## config.mk

```make
export PLATFORM = sky130hd
export DESIGN_NAME = plic_claim_complete_regs_top
export DESIGN_NICKNAME = d
export VERILOG_FILES = /design/src/rtl/pcc_pkg.sv /design/src/rtl/pcc_claim_arb.sv /design/src/rtl/plic_claim_complete_regs_top.sv
export SDC_FILE = /design/constraint.sdc
export NUM_CORES = 1
export LEC_CHECK = 0
export ABC_AREA = 0
export BUFFER_PORTS_ARGS = -buffer_cell sky130_fd_sc_hd__buf_2
export CAP_MARGIN = 30
export CORE_MARGIN = 4
export CORE_UTILIZATION = 55
export DETAILED_ROUTE_END_ITERATION = 12
export PLACE_DENSITY = 0.72
export REMOVE_ABC_BUFFERS = 1
export SLEW_MARGIN = 20
export SYNTH_ARGS = -nofsm -noshare
export SYNTH_HDL_FRONTEND = slang
export SYNTH_SLANG_ARGS = --single-unit
```

## constraint.sdc

```tcl
create_clock -name i_clk -period 6.6 [get_ports i_clk]
set_input_delay 0.66 -clock i_clk [delete_from_list [all_inputs] [get_ports i_clk]]
set_output_delay 0.66 -clock i_clk [all_outputs]
set_load 0.01 [all_outputs]
```

## src/rtl/pcc_pkg.sv

```systemverilog
// shared constants and types for the claim/complete interrupt controller
package pcc_pkg;

    localparam int NUM_SOURCES = 8;
    localparam int SRC_W       = $clog2(NUM_SOURCES);
    localparam int PRI_W       = 3;
    localparam int PRI_STORE_W = 4;

    localparam logic [24:0] WINDOW_SIZE   = 25'h1000000;
    localparam logic [23:0] PRIO_END      = 24'(NUM_SOURCES * 4);
    localparam logic [23:0] PENDING_OFF   = 24'h001000;
    localparam logic [23:0] ENABLE_OFF    = 24'h002000;
    localparam logic [23:0] THRESHOLD_OFF = 24'h200000;
    localparam logic [23:0] CLAIM_OFF     = 24'h200004;

    typedef struct packed {
        logic             vld;
        logic             en;
        logic [SRC_W-1:0] idx;
    } t_scan_step;

endpackage

```

## src/rtl/pcc_claim_arb.sv

```systemverilog
// claim arbiter: compares one source per cycle against the best so far
module pcc_claim_arb
    import pcc_pkg::*;
(
    input  logic             i_clk,
    input  logic             i_rst_n,
    input  logic             i_start,
    input  logic [31:0]      i_threshold,
    input  t_scan_step       i_step,
    input  logic [PRI_W-1:0] i_pri,
    output logic [SRC_W-1:0] o_best_id
);

    logic [31:0]      r_lead_pri;
    logic [SRC_W-1:0] r_best_id;
    logic             win;

    assign win       = i_step.vld && i_step.en &&
                       ({{(32-PRI_W){1'b0}}, i_pri} > r_lead_pri);
    assign o_best_id = r_best_id;

    always_ff @(posedge i_clk) begin
        if (!i_rst_n) begin
            r_lead_pri <= '0;
            r_best_id  <= '0;
        end else if (i_start) begin
            r_lead_pri <= i_threshold;
            r_best_id  <= '0;
        end else if (win) begin
            r_lead_pri <= {{(32-PRI_W){1'b0}}, i_pri};
            r_best_id  <= i_step.idx;
        end
    end

`ifndef NO_ASSERTIONS
    a_best_above_thr: assert property (@(posedge i_clk) disable iff (!i_rst_n)
        win |=> (r_best_id != '0))
        else $error("winning source id is zero");
    a_start_clears: assert property (@(posedge i_clk) disable iff (!i_rst_n)
        i_start |=> (r_best_id == '0))
        else $error("start did not clear best id");
    a_best_ranked: assert property (@(posedge i_clk) disable iff (!i_rst_n)
        (!i_start && win) |=> (r_lead_pri > $past(r_lead_pri)))
        else $error("best priority did not rise on a win");
`endif

endmodule

```

## src/rtl/plic_claim_complete_regs_top.sv

```systemverilog
// top level: register window, priority memory, claim sequencer and result register
// Single-context interrupt controller. One bus access is taken per item and
// answered with one result item; the block takes no new item until the
// current one is finished, but a finished result may wait in the output
// register while the next item is taken. Ordinary accesses pass through an
// execute state (the registered memory read or the write) and a result state
// on their way to the output register. A claim read with the interrupt line high
// instead passes through a scan state, a drain state and the result state:
// the priority memory has one read port, the arbiter compares one source per
// cycle over sources 1 to NUM_SOURCES-1, and the drain state takes the last
// compare. A stalled output holds the block in its result state until the
// waiting result is taken.
module plic_claim_complete_regs_top
    import pcc_pkg::*;
(
    input  logic        i_clk,
    input  logic        i_rst_n,
    input  logic        i_valid,
    output logic        o_stall,
    input  logic        i_op,
    input  logic [23:0] i_offset,
    input  logic [3:0]  i_length,
    input  logic [31:0] i_wdata,
    input  logic        i_meip_level,
    output logic        o_valid,
    input  logic        i_stall,
    output logic        o_accepted,
    output logic [31:0] o_rdata,
    output logic        o_meip_clear
);

    localparam logic [2:0] S_IDLE  = 3'd0;
    localparam logic [2:0] S_EXEC  = 3'd1;
    localparam logic [2:0] S_SCAN  = 3'd2;
    localparam logic [2:0] S_DRAIN = 3'd3;
    localparam logic [2:0] S_DONE  = 3'd4;

    localparam logic [2:0] REG_NONE  = 3'd0;
    localparam logic [2:0] REG_PRIO  = 3'd1;
    localparam logic [2:0] REG_PEND  = 3'd2;
    localparam logic [2:0] REG_EN    = 3'd3;
    localparam logic [2:0] REG_THR   = 3'd4;
    localparam logic [2:0] REG_CLAIM = 3'd5;

    localparam logic [SRC_W-1:0] SCAN_FIRST = SRC_W'(1);
    localparam logic [SRC_W-1:0] SCAN_LAST  = SRC_W'(NUM_SOURCES - 1);

    logic [2:0]       r_state, n_state;
    logic             r_op, r_acc, r_level;
    logic [2:0]       r_region;
    logic [31:0]      r_wdata, r_mask;
    logic [SRC_W-1:0] r_pidx, r_scan_addr;
    logic [31:0]      r_enable, r_thr, r_pend;
    logic [SRC_W-1:0] r_in_service;
    logic [NUM_SOURCES-1:0] src_en;

    logic [PRI_STORE_W-1:0] r_pri_mem [NUM_SOURCES];
    logic [NUM_SOURCES-1:0] r_pri_vld;
    logic [PRI_STORE_W-1:0] r_pri_q;
    logic [SRC_W-1:0]       rd_addr;

    t_scan_step       r_step;
    logic [SRC_W-1:0] best_id;

    logic             r_out_valid, r_accepted, r_meip_clear;
    logic [31:0]      r_rdata;

    logic             in_take, acc_now, claim_rd, load_out, out_take;
    logic [2:0]       region_now;
    logic [31:0]      mask_now, rd_val, res_rdata;

    assign o_stall      = (r_state != S_IDLE);
    assign in_take      = i_valid && !o_stall;
    assign o_valid      = r_out_valid;
    assign o_accepted   = r_accepted;
    assign o_rdata      = r_rdata;
    assign o_meip_clear = r_meip_clear;
    assign out_take     = r_out_valid && !i_stall;
    assign load_out     = (r_state == S_DONE) && (!r_out_valid || !i_stall);

    // access decode
    assign acc_now = (i_offset[1:0] == 2'b00) &&
                     (({1'b0, i_offset} + {21'b0, i_length}) <= WINDOW_SIZE);

    always_comb begin
        case (i_length)
            4'd0:    mask_now = 32'h0000_0000;
            4'd1:    mask_now = 32'h0000_00FF;
            4'd2:    mask_now = 32'h0000_FFFF;
            4'd3:    mask_now = 32'h00FF_FFFF;
            default: mask_now = 32'hFFFF_FFFF;
        endcase
    end

    always_comb begin
        if (!acc_now) begin
            region_now = REG_NONE;
        end else if (i_offset == CLAIM_OFF) begin
            region_now = REG_CLAIM;
        end else if (i_offset < PRIO_END) begin
            region_now = REG_PRIO;
        end else if (i_offset == PENDING_OFF) begin
            region_now = REG_PEND;
        end else if (i_offset == ENABLE_OFF) begin
            region_now = REG_EN;
        end else if (i_offset == THRESHOLD_OFF) begin
            region_now = REG_THR;
        end else begin
            region_now = REG_NONE;
        end
    end

    assign claim_rd = (region_now == REG_CLAIM) && !i_op && i_meip_level;

    // sequencer
    always_comb begin
        n_state = r_state;
        unique case (r_state)
            S_IDLE:  if (in_take) n_state = claim_rd ? S_SCAN : S_EXEC;
            S_EXEC:  n_state = S_DONE;
            S_SCAN:  if (r_scan_addr == SCAN_LAST) n_state = S_DRAIN;
            S_DRAIN: n_state = S_DONE;
            S_DONE:  if (load_out) n_state = S_IDLE;
            default: n_state = S_IDLE;
        endcase
    end

    always_ff @(posedge i_clk) begin
        if (!i_rst_n) begin
            r_state <= S_IDLE;
        end else begin
            r_state <= n_state;
        end
    end

    always_ff @(posedge i_clk) begin
        if (in_take) begin
            r_op     <= i_op;
            r_acc    <= acc_now;
            r_level  <= i_meip_level;
            r_region <= region_now;
            r_wdata  <= i_wdata & mask_now;
            r_mask   <= mask_now;
            r_pidx   <= i_offset[SRC_W+1:2];
        end
    end

    always_ff @(posedge i_clk) begin
        if (in_take) begin
            r_scan_addr <= SCAN_FIRST;
        end else if (r_state == S_SCAN) begin
            r_scan_addr <= r_scan_addr + SRC_W'(1);
        end
    end

    // priority memory, one read port
    assign rd_addr = (r_state == S_SCAN) ? r_scan_addr : r_pidx;

    always_ff @(posedge i_clk) begin
        if ((r_state == S_EXEC) && r_op && (r_region == REG_PRIO)) begin
            r_pri_mem[r_pidx] <= r_wdata[PRI_STORE_W-1:0];
        end
        r_pri_q <= r_pri_vld[rd_addr] ? r_pri_mem[rd_addr] : '0;
    end

    always_ff @(posedge i_clk) begin
        if (!i_rst_n) begin
            r_pri_vld <= '0;
        end else if ((r_state == S_EXEC) && r_op && (r_region == REG_PRIO)) begin
            r_pri_vld[r_pidx] <= 1'b1;
        end
    end

    // word registers and in-service id
    always_ff @(posedge i_clk) begin
        if (!i_rst_n) begin
            r_enable     <= '0;
            r_thr        <= '0;
            r_pend       <= '0;
            r_in_service <= '0;
        end else begin
            if ((r_state == S_EXEC) && r_op) begin
                unique case (r_region)
                    REG_PEND:  r_pend   <= r_wdata;
                    REG_EN:    r_enable <= r_wdata;
                    REG_THR:   r_thr    <= r_wdata;
                    REG_CLAIM: if (r_wdata == {{(32-SRC_W){1'b0}}, r_in_service})
                                   r_in_service <= '0;
                    default:   ;
                endcase
            end
            if (load_out && !r_op && r_level && (r_region == REG_CLAIM)) begin
                r_in_service <= best_id;
            end
        end
    end

    // scan step into the arbiter, aligned with the memory read data
    assign src_en = r_enable[NUM_SOURCES-1:0];

    always_ff @(posedge i_clk) begin
        if (!i_rst_n) begin
            r_step <= '0;
        end else begin
            r_step.vld <= (r_state == S_SCAN);
            r_step.en  <= src_en[r_scan_addr];
            r_step.idx <= r_scan_addr;
        end
    end

    pcc_claim_arb u_arb (
        .i_clk       (i_clk),
        .i_rst_n     (i_rst_n),
        .i_start     (in_take),
        .i_threshold (r_thr),
        .i_step      (r_step),
        .i_pri       (r_pri_q[PRI_W-1:0]),
        .o_best_id   (best_id)
    );

    // result
    always_comb begin
        case (r_region)
            REG_PRIO:  rd_val = {{(32-PRI_STORE_W){1'b0}}, r_pri_q};
            REG_PEND:  rd_val = r_pend;
            REG_EN:    rd_val = r_enable;
            REG_THR:   rd_val = r_thr;
            REG_CLAIM: rd_val = r_level ? {{(32-SRC_W){1'b0}}, best_id} : 32'h0;
            default:   rd_val = 32'h0;
        endcase
        res_rdata = r_op ? 32'h0 : (rd_val & r_mask);
    end

    always_ff @(posedge i_clk) begin
        if (!i_rst_n) begin
            r_out_valid <= 1'b0;
        end else if (load_out) begin
            r_out_valid <= 1'b1;
        end else if (out_take) begin
            r_out_valid <= 1'b0;
        end
    end

    always_ff @(posedge i_clk) begin
        if (load_out) begin
            r_accepted   <= r_acc;
            r_rdata      <= res_rdata;
            r_meip_clear <= !r_op && r_level && (r_region == REG_CLAIM);
        end
    end

`ifndef NO_ASSERTIONS
    a_clear_needs_accept: assert property (@(posedge i_clk) disable iff (!i_rst_n)
        (o_valid && o_meip_clear) |-> o_accepted)
        else $error("line clear on a refused item");
    a_refused_quiet: assert property (@(posedge i_clk) disable iff (!i_rst_n)
        (o_valid && !o_accepted) |-> ((o_rdata == 32'h0) && !o_meip_clear))
        else $error("refused item carries data");
    a_claim_id_range: assert property (@(posedge i_clk) disable iff (!i_rst_n)
        (o_valid && o_meip_clear) |-> (o_rdata < 32'(NUM_SOURCES)))
        else $error("claim id out of range");
    a_scan_skips_zero: assert property (@(posedge i_clk) disable iff (!i_rst_n)
        (r_state == S_SCAN) |-> (r_scan_addr != '0))
        else $error("scan reached source zero");
    a_out_held: assert property (@(posedge i_clk) disable iff (!i_rst_n)
        (r_state == S_DONE && r_out_valid && i_stall) |=> (r_state == S_DONE))
        else $error("result dropped while output stalled");
`endif

endmodule

```

## Word-level counts from Yosys, hierarchy flattened

Memories as Yosys holds them, arrays and structs flattened. A register that Yosys moved wholly into a read port is not among the register bits.
Index checks and enable logic that the tools add are counted.

- Memories: 1
- Output and inout port bits: 36
- Logic and storage cells: 116
- Memory bits (writable): 32
- Input bits: 66
- Register bits after elaboration: 258

Memories:

| name | depth | bits a word | rd ports | clocked after memory_dff | wr ports | RTL line | RTL |
|---|---|---|---|---|---|---|---|
| r_pri_mem | 8 | 4 | 1 | 1 | 1 | plic_claim_complete_regs_top.sv:57 | `logic [PRI_STORE_W-1:0] r_pri_mem [NUM_SOURCES];` |

- Muxes and demuxes: 27
- Add/sub/neg operators: 2
- Bitwise logic cells: 4
- Magnitude comparators: 7
- Equal/unequal tests: 21
- Reductions and logical operators: 32

Operators by type and width:

| kind | count |
|---|---|
| one-hot mux 32 bit (5 select lines) | 1 |
| one-hot mux 32 bit (4 select lines) | 1 |
| AND 32 bit | 2 |
| 2-to-1 mux 32 bit | 2 |
| == test 24 x 22 -> 1 bit, second input constant | 2 |
| 2-to-1 mux 3 bit | 11 |
| > comparator 3 x 32 -> 1 bit | 1 |
| adder 24 x 4 -> 25 bit | 1 |
| less-or-equal comparator 25 bit, second input constant | 1 |
| == test 24 x 13 -> 1 bit, second input constant | 1 |
| == test 24 x 14 -> 1 bit, second input constant | 1 |
| < comparator 24 x 6 -> 1 bit, second input constant | 1 |
| == test 3 bit, second input constant | 5 |
| logical AND 1 bit | 13 |
| == test 3 x 2 -> 1 bit, second input constant | 4 |
| < comparator 3 x 4 -> 1 bit, second input constant | 3 |
| one-hot mux 3 bit (4 select lines) | 1 |
| == test 4 x 2 -> 1 bit, second input constant | 2 |
| bitwise OR 8 bit | 1 |
| 2-to-1 mux 1 bit | 7 |
| binary-select mux 1 bit (select 3 bit) | 2 |
| == test 3 x 1 -> 1 bit, second input constant | 2 |
| logical NOT 1 bit | 6 |
| inequality test 2 bit, second input constant | 3 |
| other kinds (15) | 19 |

## Longest topological paths before layout

- Word-level depth: 13
- Gate-level depth with buffers: 8

## Cells and area by module

A second synthesis with hierarchy kept.

- Cell total of the unflattened synthesis: 1,095
- Area total of the unflattened synthesis: 11,484.8 sq um

By module, submodules not included:

| module | sequential area each (sq um) | cells each | times used | area an instance (sq um) |
|---|---|---|---|---|
| plic_claim_complete_regs_top | 5,735.5 | 956 | 1 | 9,984.6 |
| pcc_claim_arb | 700.7 | 139 | 1 | 1,500.2 |

## Worst setup path after synthesis

Ideal clock, no wire load.

- Kind: input to register
- Start point: in i_stall
- End point: reg r_accepted, in the netlist o_accepted, enable pin
- Cell stages on the path: 1
- Setup time: 437 ps
- Buffers on the path: 0
- Data required time: 6,163 ps
- Arrival: 2,360 ps
- Setup slack: 3,803 ps
- Cells stage by stage: a21oi_1

- Longest elaborated chain between the ends: 3

RTL lines:

| what | RTL line | RTL |
|---|---|---|
| start, declared | plic_claim_complete_regs_top.sv:26 | `input logic i_stall,` |
| logical NOT 1 bit | plic_claim_complete_regs_top.sv:79 | `assign load_out = (r_state == S_DONE) && (!r_out_valid \|\| !i_stall);` |
| logical OR 1 bit | plic_claim_complete_regs_top.sv:79 |  |
| logical AND 1 bit | plic_claim_complete_regs_top.sv:79 |  |
| end signal, assigned | plic_claim_complete_regs_top.sv:246 | `r_accepted <= r_acc;` |
| end, declared | plic_claim_complete_regs_top.sv:65 | `logic r_out_valid, r_accepted, r_meip_clear;` |

No other way between the ends.
A chain may end at the register's enable or synchronous reset.

## Worst setup path after layout

- Start point: in i_offset[0]
- End point: reg r_acc (data pin)

- Longest elaborated chain between the ends: 3

RTL lines:

| what | RTL line | RTL |
|---|---|---|
| start, declared | plic_claim_complete_regs_top.sv:21 | `input logic [23:0] i_offset,` |
| adder 24 x 4 -> 25 bit | plic_claim_complete_regs_top.sv:83 | `(({1'b0, i_offset} + {21'b0, i_length}) <= WINDOW_SIZE);` |
| less-or-equal comparator 25 bit | plic_claim_complete_regs_top.sv:83 |  |
| logical AND 1 bit * | plic_claim_complete_regs_top.sv:82 | `assign acc_now = (i_offset[1:0] == 2'b00) &&` |
| via acc_now | plic_claim_complete_regs_top.sv:68 | `logic in_take, acc_now, claim_rd, load_out, out_take;` |
| end signal, assigned | plic_claim_complete_regs_top.sv:139 | `r_acc <= acc_now;` |
| end, declared | plic_claim_complete_regs_top.sv:49 | `logic r_op, r_acc, r_level;` |

The timed path passes the listed nets; every way through them passes the cells marked *.

==> flow_summary.json <==
{
  "synth_area_leader_cell": "edfxtp_1",
  "cts.sinks": 266,
  "seq_area_frac_synth_pct": 56.5,
  "min_path_type": "in2reg",
  "root_buffer": "clkbuf_16",
  "core_um2": 20300,
  "dpl.hpwl_um": 16800,
  "vias_per_cell": 5.67,
  "ctsResizeCount": 0,
  "grt_pass1_wl_um": 43500,
  "clk_latency_ns": 0.53,
  "outcome": "finished, final reports clean",
  "synthXorXnorAreaFrac_pct": 0.538,
  "cts_setup_buffers": 0,
  "yosys.area_share.simple_pct": 18.9,
  "io_buffers": 101,
  "hold_path_depth": 1,
  "synth_area_um2": 11400,
  "cp.depth": 9,
  "cp.arrival_ns": 3.01,
  "synth_top_family_by_area": "simple AND/OR/NAND/NOR gates",
  "final_nets": 1282,
  "grt_pass1_vias": 8110,
  "vdd_drop_max_uv": 176,
  "hold_buffers": 0,
  "worstHoldStart": "i_op",
  "ys.flop_type": "dfxtp_1",
  "die-area_um2": 23100,
  "syn_avg_cell_area_um2": 10.1,
  "cts_tree": "done",
  "path_class": "in2reg",
  "p_leak_nw": 4.41,
  "final.fill_count": 1715,
  "synthTopCellsByArea": "edfxtp_1, dfxtp_1, nand2_1",
  "synth_cell_type_count": 64,
  "antennaDiodeCount": 0,
  "htreeDepth": 1,
  "gp_congestion": 0.877,
  "area_growth_pct": 13.6,
  "final-hold-violation-count": 0,
  "rr_startpoint": "r_state[1]$_SDFFE_PN0P_",
  "start_util_pct": 56.1,
  "synth-edff-count": 111,
  "path_buf_inv": 1,
  "drtIter0Drc": 709,
  "whs_endpoint": "r_op$_DFFE_PP_",
  "path_clk_slew_ns": 0.06,
  "cp-end-kind": "flop",
  "vias": 8492,
  "yosys_warnings": 0,
  "fin_tns_setup_ns": 0,
  "worst-endpoint-required_ns": 6.94,
  "antenna_found_initial": 0,
  "setup_violations": 0,
  "synthCells": 1126,
  "r2r_end": "r_wdata[7]$_DFFE_PP_",
  "slowest_stage": "or4_1",
  "synthMuxAreaShare_pct": 4.41,
  "route.detailed.drc": 0,
  "fmax_mhz": 374,
  "drt_wl_total_um": 26800,
  "yosysTopAreaCellShare_pct": 29.3,
  "worst-r2r-setup-slack_ns": 4.02,
  "die_y_um": 152,
  "power-per-cell-area_nw_per_um2": 265,
  "synth_common_cells": "nand2_1, dfxtp_1, a21boi_0",
  "fin_crit_sh_pct": 40.5,
  "max_slew_margin_pct": 42.2,
  "layout-drive-gt1-share_pct": 14.5,
  "grt_setup_unrepaired": "no",
  "drv_cap": 0,
  "die_x_um": 152,
  "whs_ns": 0.344,
  "fin_crit_ns": 2.67,
  "crit_chain": "buf_2, ha_1, fa_1, or4_1, a211oi_1, o211ai_1, nor4_1, nand3_1, o41ai_2",
  "tightest_slew_ns": 0.868,
  "r2r_cells": 5,
  "grtUsageTotal_pct": 22.7,
  "dr.pass1.iters": 5,
  "grt_max_degree": 100,
  "synth.ff_latch_count": 266,
  "finClkSkew_ns": 0.0149,
  "async_flop_share_pct": 0,
  "worstPathMaxFanout": 4,
  "wl_per_cell_um": 17.9,
  "overflow": 0,
  "ios": 102,
  "report.final.slew_viol_count": 0,
  "cp_top_family": "simple AND/OR/NAND/NOR gates",
  "yosysMostFrequentCell": "nand2_1",
  "num_rows": 52,
  "start_kind": "primary input",
  "cts_buffers": 27,
  "synth-compound-area-share_pct": 15.7,
  "clk_path_buf_depth": 3,
  "slowest_delay_ns": 0.48,
  "detail-route-antenna-nets": 0,
  "synth_adder_area_share_pct": 1.16
}
==> cell families (layout without fill, tap and decap cells) <==
kind of cell / Yosys count / count (layout)
AND/OR/NAND/NOR: 490 / 490
flip-flops: 266 / 266
AO/OA/AOI/OAI: 249 / 249
buffers and inverters: 76 / 177
multiplexers: 28 / 28
adder cells (fa/ha/maj): 10 / 10
XOR/XNOR: 7 / 7
==> layer usage <==
layer  routed length, µm  part of all wire (%)  GRT usage [%]  vias to the layer above
met5                   0                     0              0                        -
met3                1350                   5.0           3.13                       26
met2               12600                    47           36.6                      218
met1               12400                    46           33.2                     4124
met4                 350                   1.3           4.54                        0
li1                    -                     -              -                     4124
==> worst register-to-register path: cells and delay by family, from the launching register on <==
family / cells / cell delay (ns)
simple gates: 2 / 0.38
buf+inv: 3 / 1.40
flops: 1 / 0.37
==> layout make-up <==
class / instances / area (µm²) / area share, %
Clock buffer: 32 / 704 / 5.44
Clock inverter: 18 / 141 / 1.09
Inverter: 11 / 41.3 / 0.319
Multi-Input combinational cell: 784 / 4660 / 36.0
Sequential cell: 266 / 6440 / 49.7
Tap cell: 270 / 338 / 2.61
Timing Repair Buffer: 116 / 618 / 4.78
==> worst max-delay path by stage <==
stage | startpoint | to | slack, ns
final | i_offset[0] | r_acc$_DFFE_PP_ | 3.93
after global routing | r_state[1]$_SDFFE_PN0P_ | u_arb.r_lead_pri[18]$_SDFFE_PN0P_ | 3.71
after CTS | r_state[1]$_SDFFE_PN0P_ | r_wdata[4]$_DFFE_PP_ | 3.98
after detailed placement | i_offset[0] | r_acc$_DFFE_PP_ | 3.45
after global placement | i_offset[0] | r_acc$_DFFE_PP_ | 3.57
after floorplan | r_region[2]$_DFFE_PP_ | r_enable[0]$_SDFFE_PN0P_ | 3.15
==> power by group <==
part           total, mW  switching, mW  internal, mW
combinational      0.196          0.125        0.0709
clock               1.45          0.615         0.839
sequential          1.77         0.0274          1.75
total               3.43          0.768          2.66
==> registers in the layout, summed over array words and instances, names as in the netlist, 4 cells and up <==
register / cells
u_arb.r_lead_pri: 32
r_mask: 4
r_wdata: 32
r_pri_q: 4
r_pri_vld: 8
r_pri_mem: 32
r_pend: 32
r_thr: 32
o_rdata: 32
r_enable: 32
r_step: 5
==> layout by cell type, fill, tap and decap left out, drive strengths merged, types with 3 or more instances in the layout <==
master / n
nor3: 13
and3: 4
a211oi: 4
nor4: 16
nand2b: 4
buf: 116
xor2: 5
nand4: 8
a221oi: 3
or2: 4
and2: 23
mux4: 12
nor2: 89
clkbuf: 32
dfxtp: 155
clkinv: 14
edfxtp: 111
nor2b: 24
nand3: 9
o211ai: 3
o22ai: 3
ha: 9
a22oi: 32
o21ai: 8
o21a: 8
nand2: 280
inv: 12
mux2i: 16
a21boi: 127
a31oi: 4
a21oi: 41
or3: 3
o211a: 3
==> metrics by stage <==
step / utilization (%) / total power, mW / std cells / area [µm²] / worst slack, ns
2_1_floorplan: - / 1.91 / 1061 / 11100 / 3.15
3_3_place_gp: 59.5 / 2.00 / 1446 / 12100 / 3.57
3_5_place_dp: 59.5 / 2.00 / 1446 / 12100 / 3.45
4_1_cts: 63.7 / 3.44 / 1496 / 12900 / 3.98
5_1_grt: 63.7 / 3.54 / 1497 / 12900 / 3.71
6_report: 63.7 / 3.43 / 1497 / 12900 / 3.93
(Power assumes the default switching activity.)
